`config.mk`:
```
export PLATFORM = sky130hd
export DESIGN_NAME = ecef_ltt_finish
export DESIGN_NICKNAME = d
export VERILOG_FILES = /design/src/rtl/core/ecef_ltt_pkg.sv /design/src/rtl/core/ecef_ltt_finish.sv
export SDC_FILE = /design/constraint.sdc
export NUM_CORES = 1
export LEC_CHECK = 0
export BUFFER_PORTS_ARGS = -buffer_cell sky130_fd_sc_hd__buf_2
export CELL_PAD_IN_SITES_DETAIL_PLACEMENT = 0
export CELL_PAD_IN_SITES_GLOBAL_PLACEMENT = 1
export CORE_MARGIN = 8
export CORE_UTILIZATION = 35
export CTS_CLUSTER_SIZE = 12
export DETAILED_ROUTE_END_ITERATION = 10
export PLACE_DENSITY_LB_ADDON = 0.1
export REMOVE_ABC_BUFFERS = 1
export SYNTH_ARGS = -nofsm -noshare
export SYNTH_HDL_FRONTEND = slang
export SYNTH_SLANG_ARGS = --single-unit
export TNS_END_PERCENT = 30
```
`constraint.sdc`:
```
create_clock -name clk_i -period 4.1 [get_ports clk_i]
set_clock_uncertainty 0.2 [all_clocks]
set_input_delay 0 -clock clk_i [delete_from_list [all_inputs] [get_ports clk_i]]
set_output_delay 0 -clock clk_i [all_outputs]
set_load 0.01 [all_outputs]
```
`src/rtl/core/ecef_ltt_pkg.sv`:
```
// Shared types and constants of the ECEF / local tangent plane transform.
// Used by every module of the block; depends on nothing.
package ecef_ltt_pkg;

  // Default widths and fraction bits
  localparam int unsigned COORD_WIDTH_DEF    = 32;
  localparam int unsigned TRIG_FRAC_BITS_DEF = 30;

  // Configuration registers are all this wide
  localparam int unsigned CFG_DATA_W = 32;
  localparam int unsigned CFG_IDX_W  = 3;

  // Request codes carried in tuser of the input stream
  typedef enum logic [2:0] {
    REQ_ENU_FROM_ECEF_PT  = 3'd0,
    REQ_NED_FROM_ECEF_PT  = 3'd1,
    REQ_ENU_FROM_ECEF_VEC = 3'd2,
    REQ_NED_FROM_ECEF_VEC = 3'd3,
    REQ_ECEF_FROM_ENU_PT  = 3'd4,
    REQ_ECEF_FROM_ENU_VEC = 3'd5,
    REQ_ECEF_FROM_NED_PT  = 3'd6,
    REQ_ECEF_FROM_NED_VEC = 3'd7
  } req_type_e;

  // Configuration register indexes
  typedef enum logic [CFG_IDX_W-1:0] {
    CFG_SIN_LAT  = 3'd0,
    CFG_COS_LAT  = 3'd1,
    CFG_SIN_LON  = 3'd2,
    CFG_COS_LON  = 3'd3,
    CFG_ORIGIN_X = 3'd4,
    CFG_ORIGIN_Y = 3'd5,
    CFG_ORIGIN_Z = 3'd6
  } cfg_reg_e;

  // Decoded request flags that travel with an item
  typedef struct packed {
    logic inv;    // local frame to ECEF (transposed matrix)
    logic point;  // apply the origin
    logic ned;    // NED instead of ENU
  } req_ctl_t;

endpackage

```
`src/rtl/core/ecef_ltt_finish.sv`:
```
// Output stage: NED down negation, round half up, saturate, output register.
// Depends on ecef_ltt_pkg.
module ecef_ltt_finish #(
  parameter int unsigned COORD_WIDTH    = ecef_ltt_pkg::COORD_WIDTH_DEF,
  parameter int unsigned TRIG_FRAC_BITS = ecef_ltt_pkg::TRIG_FRAC_BITS_DEF,
  localparam int unsigned MW = 64 - TRIG_FRAC_BITS,
  localparam int unsigned VW = ((COORD_WIDTH > 32) ? COORD_WIDTH : 32) + 1,
  localparam int unsigned AW = MW + VW + 2
) (
  input  logic                        clk_i,
  input  logic                        rst_ni,
  input  logic                        in_valid_i,
  output logic                        in_ready_o,
  input  logic [2:0][AW-1:0]          in_acc_i,
  input  logic                        in_neg_i,
  output logic                        out_valid_o,
  input  logic                        out_ready_i,
  output logic [2:0][COORD_WIDTH-1:0] out_vec_o,
  output logic                        out_sat_o
);

  localparam logic [AW:0] HALF    = (AW+1)'(1) << (TRIG_FRAC_BITS - 1);
  localparam logic [AW:0] NEG_ADD = HALF + (AW+1)'(1);
  localparam logic [COORD_WIDTH-1:0] CMAX = {1'b0, {(COORD_WIDTH-1){1'b1}}};
  localparam logic [COORD_WIDTH-1:0] CMIN = {1'b1, {(COORD_WIDTH-1){1'b0}}};

  logic en;
  logic valid_q;
  logic [2:0][COORD_WIDTH-1:0] vec_d, vec_q;
  logic sat_d, sat_q;

  assign en = !valid_q || out_ready_i;
  assign in_ready_o = en;

  // Round and clip each coordinate; negate the down axis on the way
  always_comb begin
    logic [AW:0] a, t, r;
    logic hi_ones, hi_zeros;
    sat_d = 1'b0;
    for (int i = 0; i < 3; i++) begin
      a = {in_acc_i[i][AW-1], in_acc_i[i]};
      if (in_neg_i && i == 2) t = ~a + NEG_ADD;
      else                    t = a + HALF;
      r = $signed(t) >>> TRIG_FRAC_BITS;
      hi_ones  = &r[AW:COORD_WIDTH-1];
      hi_zeros = ~|r[AW:COORD_WIDTH-1];
      if (hi_ones || hi_zeros) begin
        vec_d[i] = r[COORD_WIDTH-1:0];
      end else begin
        vec_d[i] = r[AW] ? CMIN : CMAX;
        sat_d = 1'b1;
      end
    end
  end

  always_ff @(posedge clk_i or negedge rst_ni) begin
    if (!rst_ni) begin
      valid_q <= 1'b0;
    end else if (en) begin
      valid_q <= in_valid_i;
    end
  end

  always_ff @(posedge clk_i) begin
    if (en) begin
      vec_q <= vec_d;
      sat_q <= sat_d;
    end
  end

  assign out_valid_o = valid_q;
  assign out_vec_o   = vec_q;
  assign out_sat_o   = sat_q;

endmodule

```
==> parameters.txt <==
Parameter                              Value

Run status
  Outcome ... completed

Detailed routing
  Vias ... roughly 7300
  Final routed wire length divided by cell count ... around 17 µm
  First-pass DRT Iterations ... 5
  DRC violations left ... 0
  Routed WL ... ~24000 µm
  Vias per cell ... 5.17
  DRC violation total after the first TritonRoute iteration ... between 400 and 500
  Number of antenna-violating nets in the routed design ... 0

Yosys
  Ys Warns ... 0
  Mean cell area of the mapped netlist ... between 9 and 10 µm²
  Dominant register cell in the synthesized netlist ... sky130_fd_sc_hd__edfxtp_1
  Number of enable flip-flop cells after synthesis ... 97
  Post-synth design cell area ... approximately 7100 µm²
  Total of flip-flops plus latches after synthesis ... 98
  Number of distinct library cell variants in the gate-level netlist after synthesis ... 60
  Sequential cell area fraction in the yosys report ... between 40% and 50%
  Ys async rst share ... about 1.0%
  Gate count of the mapped netlist ... 763
  Cell type with the largest total area after synthesis ... sky130_fd_sc_hd__edfxtp_1
  Post-synth top area share ... between 40% and 50%
  Largest cells by area after synthesis ... sky130_fd_sc_hd__edfxtp_1 41%, sky130_fd_sc_hd__xnor2_1 6.2%, sky130_fd_sc_hd__o21ai_0 5.9%

Pwr
  Peak supply drop ... approximately 150 µV
  Power per standard cell area ... 268 nW/µm²
  Static leakage ... 0.00391 µW

Place
  Number of port buffers ... around 250
  Placed wire-length estimate after detailed placement ... 17600 µm
  Global placer's final weighted congestion ... approximately 0.84
  Number of placed instances, taps included ... 1270
  Placed inst area ... about 8700 µm²
  Pre-CTS setup slack ... between 700 and 800 ps

Cells and area
  Post-route design area ... ~10000 µm²
  Register Area ... 2940 µm²
  Commonest cells after routing, fill and taps aside ... 252 x sky130_fd_sc_hd__buf_2, 127 x sky130_fd_sc_hd__dlygate4sd3_1, 97 x sky130_fd_sc_hd__edfxtp_1
  Fill cell count ... between 1500 and 2000
  Final cell count without fillers ... approximately 1400
  Commonest non-fill, non-tap cell in the layout ... sky130_fd_sc_hd__buf_2
  Fraction of layout instances using a drive strength above 1 ... between 20% and 30%
  Area growth from synthesis to layout ... 45.0%
  Area of the multi-input gates ... about 3900 µm²
  Total inserted antenna cells ... 0
  Net total in the final layout ... between 1000 and 1500

STA
  Number of hold violations in the final report ... 0
  Timing-limited maximum frequency ... roughly 280 MHz
  Sum of negative setup slack ... 0 ps
  Clock period minus worst slack ... between 3000 and 4000 ps
  Measured slew at the worst slew-check pin ... around 630 ps
  Share of the clock period used by the worst path after layout ... between 80% and 90%
  Setup ws final ... approximately 510 ps
  Worst slew margin relative to its limit ... between 50% and 60%
  Setup repair after global routing missed its margin ... false
  Number of endpoints failing setup at the final stage ... 0
  Slew Limit Fails ... 0

Global routing
  Number of antenna violations at the first check in global routing ... 0
  Vias in the first global route ... 7343
  Global-route wire length before repair ... 37400 µm
  Tot GR Track Use ... 18.8%
  Largest net degree at the start of global routing ... 46
  Congestion Overflow GR ... 0

Clock network
  TritonCTS clock tree ... built
  Maximum buffer depth of the clock tree ... 2
  Total CTS buffers ... 9
  PostCTS Resize Cnt ... 0
  Total number of clock tree sinks ... 98
  Clock transition time at the flip-flop clock pins of the worst setup and hold paths ... roughly 70 ps
  H-tree level count ... 3
  Later-pin clock latency in the skew report ... about 350 ps
  CTS root buf ... sky130_fd_sc_hd__clkbuf_16

Critical path
  Delay contributed by the slowest stage of the critical path ... 530 ps
  Crit Path Class ... in2reg
  Cell with the largest stage delay on the worst path ... sky130_fd_sc_hd__dlygate4sd3_1
  Biggest fanout along the worst timing path ... 31
  Type of element launching the critical path ... input port
  Crit end category ... flop
  Data required time at the worst endpoint ... around 4000 ps
  Data arrival time of the worst path ... between 3000 and 4000 ps
  Worst path cell trace ... dlygate4sd3_1, buf_2, nor3_1, nor4b_4, and4_1, a41oi_1, a311oi_1, nor4_1, buf_4, a41oi_4, buf_12, o21ai_0

Floorplan
  Floorplan die area ... 25000 µm²
  Floorplan Core Area ... about 20000 µm²
  Cell Rows ... 52
  Initial cell density of the core ... between 30% and 40%
  Die extent in y ... 158 µm
  IO Count ... 311
  Horiz. Die Dim ... about 160 µm

Flow run
  Total of max-cap violations ... 0

Worst hold path
  HP Class ... in2reg
-- stage by stage --
stage	power (µW)	util (%)	hold slack, ps
final	2750	51.2	41.4
after global routing	2880	51.2	79.4
after CTS	2780	51.2	17.0
after detailed placement	1810	43.4	-424
after global placement	1810	43.4	-426
after floorplan	1520	-	-496
-- power by group --
group          internal, µW  switching [µW]  leakage (µW)  total, µW
Sequential             1200            21.6      0.000936       1220
Clock                   474             389      0.000133        863
Combinational           305             358       0.00284        663
-- layer usage --
metal	GRT usage [%]	vias up	share of wire, %
li1	-	3627	-
met1	22.2	3442	42
met2	33.9	215	50
met3	3.30	27	6.2
met4	5.75	0	1.8
met5	0	-	0
-- repair_timing --
| item | in CTS | in global routing |
|---|---|---|
| hold buffers | 127 | 0 |
| buffers inserted | 0 | 0 |
| endpoints found under the hold margin | 96 | 0 |
-- final cells by class --
class                   instances  share of cell area (%)
multi-input cells             604                    37.8
repair buffers                400                    26.5
flip-flops and latches         98                    28.6
clock inverters                 6                   0.634
well taps                     270                    3.29
inverters                      25                   0.915
clock buffers                  10                    2.23
-- logic make-up after synthesis --
logic type                 share of synthesized area, %
buffers and inverters                              3.91
DFF                                                41.5
adders and majority gates                         0.884
AOI/OAI and AO/OA                                  16.5
and+or+nand+nor                                    24.1
xor gates and xnor gates                           12.1
muxes                                             0.990
-- synth_stat cells (5+ instances only) --
cell and instances:
sky130_fd_sc_hd__inv_1 23, sky130_fd_sc_hd__and4_1 12, sky130_fd_sc_hd__ha_1 5, sky130_fd_sc_hd__xor2_1 48
sky130_fd_sc_hd__o21ai_1 16, sky130_fd_sc_hd__nand2b_1 6, sky130_fd_sc_hd__edfxtp_1 97, sky130_fd_sc_hd__nor4_1 17
sky130_fd_sc_hd__o31ai_1 5, sky130_fd_sc_hd__nor2_1 45, sky130_fd_sc_hd__nor3_1 24, sky130_fd_sc_hd__a311oi_1 6
sky130_fd_sc_hd__and2_1 9, sky130_fd_sc_hd__or3_1 11, sky130_fd_sc_hd__xnor2_1 50, sky130_fd_sc_hd__a21oi_1 30
sky130_fd_sc_hd__a41oi_1 6, sky130_fd_sc_hd__and3_1 28, sky130_fd_sc_hd__clkbuf_1 27, sky130_fd_sc_hd__nand3_1 43
sky130_fd_sc_hd__a31oi_1 6, sky130_fd_sc_hd__nand4_1 33, sky130_fd_sc_hd__mux2i_1 7, sky130_fd_sc_hd__nand2_1 46
sky130_fd_sc_hd__buf_6 6, sky130_fd_sc_hd__o21ai_0 84, sky130_fd_sc_hd__o21ai_2 15
-- worst paths after layout --
check                                end  cells after the start           from  slack, ps
max                        out_vec_o[64]                     12  in_acc_i[171]        510
min                        out_vec_o[95]                      5  in_acc_i[205]         40
max reg2reg                 out_vec_o[7]                      2    out_valid_o       2290
min reg2reg                out_vec_o[72]                      1    out_valid_o        650
max in group asynchronous    out_valid_o                      3         rst_ni       3300
min in group asynchronous    out_valid_o                      3         rst_ni        290
-- worst max-delay path, delay by kind of cell --
family,cells,cell delay (ps)
compound gates,4,900
buf+inv,4,1070
simple gates,4,1470
-- state kept, by name (all words and copies together) (netlist names) --
signal / flops
out_vec_o: 96
out_sat_o: 1
out_valid_o: 1
(Power assumes the default switching activity.)
